File: config.mk
export PLATFORM = sky130hd
export DESIGN_NAME = sliding_mode_speed_controller_core
export DESIGN_NICKNAME = d
export VERILOG_FILES = /design/src/sv/smc_pkg.sv /design/src/sv/smc_mul.sv /design/src/sv/sliding_mode_speed_controller_core.sv
export SDC_FILE = /design/constraint.sdc
export NUM_CORES = 2
export LEC_CHECK = 0
export ABC_AREA = 1
export ABC_CLOCK_PERIOD_IN_PS = 19100
export BUFFER_PORTS_ARGS = -buffer_cell sky130_fd_sc_hd__clkbuf_2
export CORE_ASPECT_RATIO = 0.9
export CORE_MARGIN = 2
export CORE_UTILIZATION = 25
export DETAILED_ROUTE_END_ITERATION = 10
export GPL_TIMING_DRIVEN = 0
export PLACE_DENSITY = 0.48
export SYNTH_ARGS = -nofsm -noshare
export SYNTH_HDL_FRONTEND = slang
export SYNTH_HIERARCHICAL = 1
export SYNTH_SLANG_ARGS = --single-unit
File: constraint.sdc
create_clock -name i_clk -period 19.1 [get_ports i_clk]
set_clock_uncertainty 0.2 [all_clocks]
set_input_delay 1.91 -clock i_clk [delete_from_list [all_inputs] [get_ports i_clk]]
set_output_delay 1.91 -clock i_clk [all_outputs]
set_load 0.01 [all_outputs]
File: src/sv/smc_pkg.sv
// Shared types and constants for the sliding-mode speed controller.
`default_nettype none

package smc_pkg;

    localparam int CFG_IDX_W  = 4;
    localparam int CFG_DATA_W = 32;

    localparam logic [CFG_IDX_W-1:0] CFG_SURFACE_SLOPE  = 4'd0;
    localparam logic [CFG_IDX_W-1:0] CFG_SWITCHING_GAIN = 4'd1;
    localparam logic [CFG_IDX_W-1:0] CFG_REACHING_RATE  = 4'd2;
    localparam logic [CFG_IDX_W-1:0] CFG_OVERALL_GAIN   = 4'd3;
    localparam logic [CFG_IDX_W-1:0] CFG_INVERSE_PERIOD = 4'd4;
    localparam logic [CFG_IDX_W-1:0] CFG_HALF_PERIOD    = 4'd5;
    localparam logic [CFG_IDX_W-1:0] CFG_INTEGRAL_MAX   = 4'd6;
    localparam logic [CFG_IDX_W-1:0] CFG_INTEGRAL_MIN   = 4'd7;

    localparam logic [30:0] RST_SURFACE_SLOPE  = 31'd65536;
    localparam logic [30:0] RST_SWITCHING_GAIN = 31'd0;
    localparam logic [30:0] RST_REACHING_RATE  = 31'd0;
    localparam logic [30:0] RST_OVERALL_GAIN   = 31'd65536;
    localparam logic [30:0] RST_INVERSE_PERIOD = 31'd65536;
    localparam logic [31:0] RST_HALF_PERIOD    = 32'd0;
    localparam logic signed [31:0] RST_INTEGRAL_MAX = 32'sh7FFF_FFFF;
    localparam logic signed [31:0] RST_INTEGRAL_MIN = 32'sh8000_0000;

    typedef struct packed {
        logic signed [31:0] reference;
        logic signed [31:0] feedback;
    } t_smc_in;

    typedef struct packed {
        logic signed [31:0] drive_output;
        logic               integral_frozen;
    } t_smc_out;

    typedef struct packed {
        logic start;
        logic shift32;
    } t_smc_mul_ctl;

endpackage

`default_nettype wire

File: src/sv/smc_mul.sv
// Shared sign-magnitude multiply unit with round-to-nearest shift and saturation.
`default_nettype none

module smc_mul #(
    parameter int DW = 32,
    parameter int MW = 33
) (
    input  wire logic                   i_clk,
    input  wire logic                   i_rst_n,
    input  wire smc_pkg::t_smc_mul_ctl  i_ctl,
    input  wire logic signed [MW-1:0]   i_x,
    input  wire logic        [31:0]     i_b,
    output logic                        o_done,
    output logic signed [DW-1:0]        o_sat,
    output logic signed [MW:0]          o_full
);

    localparam int AW = MW + 32;
    localparam int QW = MW + 16;
    localparam logic [QW-1:0] LIM_NEG = QW'(1) << (DW - 1);
    localparam logic [QW-1:0] LIM_POS = LIM_NEG - QW'(1);

    logic [3:0]    r_pipe;
    logic          r_neg;
    logic          r_sh32;
    logic [MW-1:0] r_mag;
    logic [31:0]   r_b;
    logic [63:0]   r_prod;
    logic [AW-1:0] r_acc;

    logic [QW-1:0] q16;
    logic [MW-1:0] q32;
    logic [QW-1:0] qlim;
    logic [QW-1:0] qclip;
    logic [AW-1:0] half;

    always_comb begin
        q16   = r_acc[AW-1:16];
        q32   = r_acc[AW-1:32];
        qlim  = r_neg ? LIM_NEG : LIM_POS;
        qclip = (q16 > qlim) ? qlim : q16;
        half  = r_sh32 ? (AW'(1) << 31) : (AW'(1) << 15);
    end

    always_ff @(posedge i_clk) begin
        if (!i_rst_n) begin
            r_pipe <= '0;
        end else begin
            r_pipe <= {r_pipe[2:0], i_ctl.start};
        end
    end

    always_ff @(posedge i_clk) begin
        if (i_ctl.start) begin
            r_neg  <= i_x[MW-1];
            r_mag  <= i_x[MW-1] ? MW'(-i_x) : MW'(i_x);
            r_b    <= i_b;
            r_sh32 <= i_ctl.shift32;
        end
        if (r_pipe[0]) begin
            r_prod <= 64'(r_mag[31:0]) * 64'(r_b);
        end
        if (r_pipe[1]) begin
            r_acc  <= AW'(r_prod) + half;
            r_prod <= 64'(32'(r_mag[MW-1:32])) * 64'(r_b);
        end
        if (r_pipe[2]) begin
            r_acc <= r_acc + {r_prod[MW-1:0], 32'd0};
        end
        if (r_pipe[3]) begin
            o_sat  <= r_neg ? DW'(-qclip) : DW'(qclip);
            o_full <= r_neg ? -$signed({1'b0, q32}) : $signed({1'b0, q32});
        end
    end

    assign o_done = r_pipe[3];

endmodule

`default_nettype wire

File: src/sv/sliding_mode_speed_controller_core.sv
// Sliding-mode speed controller top level: config, sequencer and integrator.
//
//   channel | direction | handshake                  | payload
//   --------+-----------+----------------------------+-----------------------
//   input   | in        | i_in_valid / o_in_stall    | i_in  (reference, feedback)
//   output  | out       | o_out_valid / i_out_stall  | o_out (drive_output, frozen)
//   config  | in        | i_cfg_we                   | i_cfg_idx, i_cfg_data
//
// Each word runs six multiplies, one after another, on the shared multiply unit
// before the result is published with o_out_valid.
// The next word is accepted in the cycle after the result lands in the output register.
// Reset is synchronous, active low; it restores the register defaults and clears state.
// A stalled output holds; the sequencer waits only if the output register is still full and stalled.
`default_nettype none

module sliding_mode_speed_controller_core #(
    parameter int DATA_WIDTH = 32
) (
    input  wire logic                              i_clk,
    input  wire logic                              i_rst_n,
    input  wire logic                              i_in_valid,
    output logic                                   o_in_stall,
    input  wire smc_pkg::t_smc_in                  i_in,
    output logic                                   o_out_valid,
    input  wire logic                              i_out_stall,
    output smc_pkg::t_smc_out                      o_out,
    input  wire logic                              i_cfg_we,
    input  wire logic [smc_pkg::CFG_IDX_W-1:0]     i_cfg_idx,
    input  wire logic [smc_pkg::CFG_DATA_W-1:0]    i_cfg_data
);

    localparam int DW = DATA_WIDTH;
    localparam int MW = (DW + 1 > 33) ? DW + 1 : 33;
    localparam int SW = MW + 2;
    localparam int VW = MW + 2;
    localparam logic [SW-1:0] ONE_SH = SW'(1) << (DW - 1);
    localparam logic signed [SW-1:0] SMAX = $signed(ONE_SH - SW'(1));
    localparam logic signed [SW-1:0] SMIN = $signed(~ONE_SH + SW'(1));

    localparam logic [2:0] OP_DE   = 3'd0;
    localparam logic [2:0] OP_ES   = 3'd1;
    localparam logic [2:0] OP_SQ   = 3'd2;
    localparam logic [2:0] OP_DEC  = 3'd3;
    localparam logic [2:0] OP_GAIN = 3'd4;
    localparam logic [2:0] OP_STEP = 3'd5;

    typedef enum logic [4:0] {
        S_IDLE = 5'b00001,
        S_LOAD = 5'b00010,
        S_WAIT = 5'b00100,
        S_POST = 5'b01000,
        S_DONE = 5'b10000
    } t_state;

    function automatic logic signed [DW-1:0] sat_dw(input logic signed [SW-1:0] v);
        logic signed [DW-1:0] r;
        if (v > SMAX) begin
            r = SMAX[DW-1:0];
        end else if (v < SMIN) begin
            r = SMIN[DW-1:0];
        end else begin
            r = v[DW-1:0];
        end
        return r;
    endfunction

    t_state r_state, n_state;
    logic [2:0] r_op;

    logic [30:0]        r_slope, r_miu, r_rate, r_gain, r_inv;
    logic [31:0]        r_half;
    logic signed [31:0] r_imax, r_imin;

    logic signed [DW-1:0] r_pe, r_pu;
    logic signed [31:0]   r_iv;
    logic                 r_frz;

    logic signed [DW-1:0] r_e, r_de, r_s, r_t, r_u;

    logic                  r_out_valid;
    smc_pkg::t_smc_out     r_out;

    smc_pkg::t_smc_mul_ctl mul_ctl;
    logic signed [MW-1:0]  mul_x;
    logic [31:0]           mul_b;
    logic                  mul_done;
    logic signed [DW-1:0]  mul_sat;
    logic signed [MW:0]    mul_full;

    logic signed [SW-1:0] sgn_miu;
    logic signed [VW-1:0] v_sum;
    logic signed [VW-1:0] v_max, v_min;
    logic                 opposite, in_band;
    logic                 in_acc;
    logic                 out_free;

    smc_mul #(
        .DW (DW),
        .MW (MW)
    ) u_mul (
        .i_clk   (i_clk),
        .i_rst_n (i_rst_n),
        .i_ctl   (mul_ctl),
        .i_x     (mul_x),
        .i_b     (mul_b),
        .o_done  (mul_done),
        .o_sat   (mul_sat),
        .o_full  (mul_full)
    );

    assign in_acc   = i_in_valid && !o_in_stall;
    assign out_free = !r_out_valid || !i_out_stall;

    always_comb begin
        mul_ctl.start   = (r_state == S_LOAD);
        mul_ctl.shift32 = (r_op == OP_STEP);
        case (r_op)
            OP_DE: begin
                mul_x = MW'(sat_dw(SW'(r_e) - SW'(r_pe)));
                mul_b = {1'b0, r_inv};
            end
            OP_ES: begin
                mul_x = MW'(r_e);
                mul_b = {1'b0, r_slope};
            end
            OP_SQ: begin
                mul_x = MW'(r_s);
                mul_b = {1'b0, r_rate};
            end
            OP_DEC: begin
                mul_x = MW'(r_de);
                mul_b = {1'b0, r_slope};
            end
            OP_GAIN: begin
                mul_x = MW'(r_t);
                mul_b = {1'b0, r_gain};
            end
            OP_STEP: begin
                mul_x = MW'(r_u) + MW'(r_pu);
                mul_b = r_half;
            end
            default: begin
                mul_x = '0;
                mul_b = '0;
            end
        endcase
    end

    always_comb begin
        if (r_s > 0) begin
            sgn_miu = SW'($signed({1'b0, r_miu}));
        end else if (r_s < 0) begin
            sgn_miu = -SW'($signed({1'b0, r_miu}));
        end else begin
            sgn_miu = '0;
        end
        v_sum    = VW'(r_iv) + VW'(mul_full);
        v_max    = VW'(r_imax);
        v_min    = VW'(r_imin);
        opposite = (r_u < 0 && r_iv > 0) || (r_u > 0 && r_iv < 0);
        in_band  = (r_iv < r_imax) && (r_iv > r_imin);
    end

    always_comb begin
        n_state = r_state;
        case (r_state)
            S_IDLE: begin
                if (in_acc) begin
                    n_state = S_LOAD;
                end
            end
            S_LOAD: begin
                n_state = S_WAIT;
            end
            S_WAIT: begin
                if (mul_done) begin
                    n_state = S_POST;
                end
            end
            S_POST: begin
                n_state = (r_op == OP_STEP) ? S_DONE : S_LOAD;
            end
            S_DONE: begin
                if (out_free) begin
                    n_state = S_IDLE;
                end
            end
            default: begin
                n_state = S_IDLE;
            end
        endcase
    end

    always_ff @(posedge i_clk) begin
        if (!i_rst_n) begin
            r_state     <= S_IDLE;
            r_op        <= OP_DE;
            r_out_valid <= 1'b0;
            r_slope     <= smc_pkg::RST_SURFACE_SLOPE;
            r_miu       <= smc_pkg::RST_SWITCHING_GAIN;
            r_rate      <= smc_pkg::RST_REACHING_RATE;
            r_gain      <= smc_pkg::RST_OVERALL_GAIN;
            r_inv       <= smc_pkg::RST_INVERSE_PERIOD;
            r_half      <= smc_pkg::RST_HALF_PERIOD;
            r_imax      <= smc_pkg::RST_INTEGRAL_MAX;
            r_imin      <= smc_pkg::RST_INTEGRAL_MIN;
            r_pe        <= '0;
            r_pu        <= '0;
            r_iv        <= '0;
            r_frz       <= 1'b0;
        end else begin
            r_state <= n_state;

            if (i_cfg_we) begin
                case (i_cfg_idx)
                    smc_pkg::CFG_SURFACE_SLOPE:  r_slope <= i_cfg_data[30:0];
                    smc_pkg::CFG_SWITCHING_GAIN: r_miu   <= i_cfg_data[30:0];
                    smc_pkg::CFG_REACHING_RATE:  r_rate  <= i_cfg_data[30:0];
                    smc_pkg::CFG_OVERALL_GAIN:   r_gain  <= i_cfg_data[30:0];
                    smc_pkg::CFG_INVERSE_PERIOD: r_inv   <= i_cfg_data[30:0];
                    smc_pkg::CFG_HALF_PERIOD:    r_half  <= i_cfg_data;
                    smc_pkg::CFG_INTEGRAL_MAX:   r_imax  <= $signed(i_cfg_data);
                    smc_pkg::CFG_INTEGRAL_MIN:   r_imin  <= $signed(i_cfg_data);
                    default: ;
                endcase
            end

            if (in_acc) begin
                r_op <= OP_DE;
            end

            if (r_state == S_POST) begin
                if (r_op == OP_STEP) begin
                    if (r_frz) begin
                        if (opposite || in_band) begin
                            r_frz <= 1'b0;
                        end
                    end else if (v_sum > v_max) begin
                        r_iv  <= r_imax;
                        r_frz <= 1'b1;
                    end else if (v_sum < v_min) begin
                        r_iv  <= r_imin;
                        r_frz <= 1'b1;
                    end else begin
                        r_iv <= v_sum[31:0];
                    end
                    r_pe <= r_e;
                    r_pu <= r_u;
                end else begin
                    r_op <= r_op + 3'd1;
                end
            end

            if (r_state == S_DONE && out_free) begin
                r_out_valid <= 1'b1;
            end else if (r_out_valid && !i_out_stall) begin
                r_out_valid <= 1'b0;
            end
        end
    end

    always_ff @(posedge i_clk) begin
        if (in_acc) begin
            r_e <= sat_dw(SW'(i_in.reference) - SW'(i_in.feedback));
        end
        if (r_state == S_POST) begin
            case (r_op)
                OP_DE:   r_de <= mul_sat;
                OP_ES:   r_s  <= sat_dw(SW'(mul_sat) + SW'(r_de));
                OP_SQ:   r_t  <= sat_dw(SW'(sat_dw(sgn_miu)) + SW'(mul_sat));
                OP_DEC:  r_t  <= sat_dw(SW'(r_t) + SW'(mul_sat));
                OP_GAIN: r_u  <= mul_sat;
                default: ;
            endcase
        end
        if (r_state == S_DONE && out_free) begin
            r_out.drive_output    <= r_iv;
            r_out.integral_frozen <= r_frz;
        end
    end

    assign o_in_stall  = (r_state != S_IDLE);
    assign o_out_valid = r_out_valid;
    assign o_out       = r_out;

endmodule

`default_nettype wire
# Yosys cells after proc, flatten, opt, wreduce, memory -nomap -nowiden
# Index checks and enable logic that the tools add are counted.
# totals
out_inout_bits	35
register_bits	816
wordCells	172
input_bits	105
# op_classes
multipliers	2
n_eq_ne	21
addsub	14
bitwise	1
n_reduce_logical	34
magnitude_cmp	23
muxes	43
# ops
cell	count
2-to-1 mux 32 bit	19
case mux 33 bit (6 select lines)	1
> comparator 33 x 32 -> 1 bit, second input constant	5
less-than comparator 33 x 32 -> 1 bit, second input constant	5
case mux 32 bit (5 select lines)	1
adder 32 x 32 -> 33 bit	4
2-to-1 mux 65 bit	2
2-to-1 mux 33 bit	3
> comparator 32 x 1 -> 1 bit, second input constant	3
less-than comparator 32 x 1 -> 1 bit, second input constant	3
2-to-1 mux 35 bit	2
subtractor 32 x 32 -> 33 bit	2
adder 64 x 32 -> 65 bit	1
adder 65 bit	1
multiplier 32 x 32 -> 64 bit	1
case mux 32 bit (2 select lines)	1
> comparator 49 x 32 -> 1 bit	1
adder 32 x 34 -> 35 bit	1
> comparator 35 x 32 -> 1 bit	1
> comparator 35 x 32 -> 1 bit, second input constant	1
less-than comparator 35 x 32 -> 1 bit	1
less-than comparator 35 x 32 -> 1 bit, second input constant	1
negation 31 -> 35 bit	1
negation 33 -> 34 bit	1
other kinds (34)	76

# Longest topological paths before layout
# logic_depth
word_depth	13
depth_mapped	39
ltp_nobuf	38

# Hierarchy
# The synthesis kept the hierarchy.
# modules_own_cells
module	area_each_um2	n_inst	cells_per_inst	seq_area_each_um2
smc_mul	49852.8	1	6368	7156.9
sliding_mode_speed_controller_core	40317.4	1	5758	12942.4

# Worst setup path before layout
# OpenSTA, ideal clock, no wires.
# synth_timing
path_type	register to register
start	register u_mul.r_b[6]
end	register u_mul.r_prod[47]
setup_slack_ps	11977
stages_incl_launch_ff	30
path_buffers	2
arrival_time_ps	6807
setup_ps	115
required_time_ps	18785
cell_sequence	edfxtp_1 clkbuf_1 clkbuf_1 nand2_1 inv_1 fa_1 fa_1 fa_1 inv_1 fa_1 inv_1 fa_1 inv_1 fa_1 inv_1 fa_1 inv_1 fa_1 inv_1 ha_1 a21oi_1 o21ai_0 a21oi_1 nand3_1 a21o_1 a21oi_1 o21ai_0 xor2_1 o21ai_0 inv_1
# synth_between
elab_chain_len	1
# synth_lines
item	line_no	source
start: declaration	smc_mul.sv:27	logic [31:0] r_b;
start signal: assignment	smc_mul.sv:57	r_b <= i_b;
multiplier 32 x 32 -> 64 bit	smc_mul.sv:61	r_prod <= 64'(r_mag[31:0]) * 64'(r_b);
end signal: assignment	smc_mul.sv:61	
end signal: assignment	smc_mul.sv:65	r_prod <= 64'(32'(r_mag[MW-1:32])) * 64'(r_b);
end: declaration	smc_mul.sv:28	logic [63:0] r_prod;
# No other way between the ends.
# A chain may end at the register's enable or synchronous reset.

# Final worst setup path
# layout_timing
start	register u_mul.r_b[18]
end	register u_mul.r_prod[38]
# Same word-level chain as after synthesis.

==> reports/summary.txt <==
Status -> finished with violations
Failing checks -> capacitance limit, slew limit
Port-buffer cells -> 129
Die height -> 574 um
Post-route design area -> 0.100 mm2
Die Wd -> 637 um
Most common flop cell mapped by yosys -> edfxtp_1
Post-Route WL -> 415000 um
Final ANT Viol Nets -> 0
Leading cell type in the layout, fill and taps excluded -> nand2_1
Initial antenna violation count -> 57
Vias per cell -> 4.85
Distinct cell type count after synthesis -> 75
Final count of hold timing violations -> 0
Post-synthesis sequential area ratio -> 22.3%
Clock transition at the registers of the reported paths -> 0.06 ns
Die ar. -> 0.366 mm2
Area grow syn2layout -> 11.3%
Tightest Pin Transition -> 1.49 ns
Synth top area share -> 20.1%
Max-slew violation count -> 9
Post_cts resized -> 0
Starting density of the core -> 25.1%
Mean post-synth cell area -> 7.44 um2
1st-iter DRT viols -> 9606
Crit end category -> flop
Final setup vio count -> 0
GR Overflow Total -> 0
RSZ-0062 raised after global routing -> no
Clk sinks -> 800
Fmax -> 0.0984 GHz
Root Buffer -> clkbuf_16
Hold WC Path Type -> flop to flop
Syn Nets -> 13831
Flop and latch count out of synthesis -> 800
Post-synthesis cell count -> 12126
HPWL Detailed -> 343000 um
Setup repair bufs after CTS -> 0
Startpoint types -> flop
DR pass1 iterations -> 6
Global-route wire length before repair -> 587000 um
Gr usage total -> 22.2%
Synth top area cells -> fa_1 20%, edfxtp_1 14%, nand2_1 12%, inv_1 10%, ha_1 9.7%
Dpl cell area -> 0.0971 mm2
Layout cell share with drive strength beyond 1 -> 4.50%
Core area -> 0.360 mm2
Synth area leader -> fa_1
Crit path max fanout -> 10
Maximum root-to-sink buffer count -> 3
# nets final -> 14068
Vias in the first global route -> 79433
Slew margin rel. -> -0.695%
Worst skew pair latency -> 0.78 ns
DR WL/cell -> 24.1 um
Top-Level Pins -> 140
CTS Buf Count -> 92
Largest net degree at the start of global routing -> 35
Most frequent cells in the layout -> 2844 x nand2_1, 2434 x inv_1, 918 x nor2_1, 904 x fa_1, 768 x a21oi_1
Final min period -> 10.17 ns
Cts hold-fix bufs -> 0
Rows -> 209
Synth warn -> 6
Critical Path AT -> 10.61 ns
H-tree depth -> 3
Post-Syn Area -> 0.0902 mm2
GPL Wtd Cong -> 1.00
Critical path class -> flop to flop
# Max-Cap Violations -> 2
CTS tree -> built
Asr flop ratio synth -> 0%
Via count -> 83455
Setup_tns -> 0 ns
Period utilization -> 53.2%
Remaining DRCs -> 0
Post-synth EDFFs -> 408
Critical path required time -> 19.55 ns
stage by stage:
| stage | hold WS [ns] | worst slack (ns) | std cells | util [%] |
|---|---|---|---|---|
| 2_1_floorplan | 0.229 | 11.98 | 12126 | - |
| 3_3_place_gp | 0.240 | 9.06 | 17002 | 26.9 |
| 3_5_place_dp | 0.245 | 9.27 | 17016 | 27.0 |
| 4_1_cts | 0.256 | 9.20 | 17189 | 27.9 |
| 5_1_grt | 0.268 | 8.81 | 17197 | 27.9 |
| 6_report | 0.256 | 8.93 | 17209 | 27.9 |
worst max-delay path, cell delays in order, from the launching register on:
cell and delay [ns]:
edfxtp_1 0.32, clkbuf_1 1.07, clkbuf_1 1.09, nand2_1 0.11
inv_1 0.12, fa_1 0.47, inv_1 0.11, fa_1 0.39
inv_1 0.10, fa_1 0.47, fa_1 0.66, fa_1 0.46
fa_1 0.46, fa_1 0.69, fa_1 0.52, ha_1 0.42
nand2_1 0.15, nor2_1 0.21, inv_1 0.10, nor3_1 0.13
inv_1 0.08, nor4_1 0.54, a21oi_1 0.19, o21ai_0 0.33
xor2_1 0.47, o21ai_0 0.14, inv_1 0.06
final timing paths:
path,from,end,slack (ns),cells past startpoint
setup / recovery,u_mul/r_b[18],u_mul/r_prod[38],8.93,26
hold / removal,r_gain[29],r_gain[29],0.26,2
setup reg to reg,u_mul/r_b[18],u_mul/r_prod[38],8.93,26
hold reg to reg,r_gain[29],r_gain[29],0.26,2
per-layer routing:
metal  track usage (%)  up-vias  share of wire (%)
li1                  -    38467                  -
met1              32.8    40984                 46
met2              32.4     3550                 41
met3              4.51      446                9.7
met4              5.96        8                2.9
met5                 0        -              0.012
final cells by class:
class / instances / area, um2
inverter: 2453 / 9210
buffer: 471 / 1990
clock buffer: 117 / 2500
sequential: 800 / 20100
antenna: 20 / 50.0
clock inverter: 56 / 768
tap: 4747 / 5940
timing repair buffer: 143 / 876
multi-input combinational: 8402 / 58900
fill: 39608 / 259000
synth_stat cells (27+ instances only):
cell type and count:
nand2_1 2846, inv_1 2434, nor2_1 923, fa_1 904, a21oi_1 770, o21ai_0 738
ha_1 696, nand3_1 427, edfxtp_1 408, clkbuf_1 407, dfxtp_1 392, xor2_1 174
xnor2_1 107, nand4_1 95, nor3_1 93, nand2_2 70, o211ai_1 62, nor4_1 49
a221oi_1 35, a21o_1 34, o21bai_1 34, a31oi_1 31, nor2_2 30, o21a_1 27
sequential cells by signal, summed over array words and instances, names as in the netlist, 33 cells and up:
signal	flops
u_mul/o_full	34
u_mul/r_acc	49
u_mul/r_mag	33
u_mul/r_prod	64
o_out	33
cell families after synthesis:
family	Yosys count	synth area share (%)
compound gates	1896	11.7
mux	2	0.0222
flops	800	22.3
simple gates	4622	21.1
xor+xnor	282	2.75
fa+ha+maj	1600	29.7
buf+inv	2924	12.4
Power is left out: the tool's default activity adds up to more than one toggle a clock period on the data nets, which glitch-free logic cannot reach.
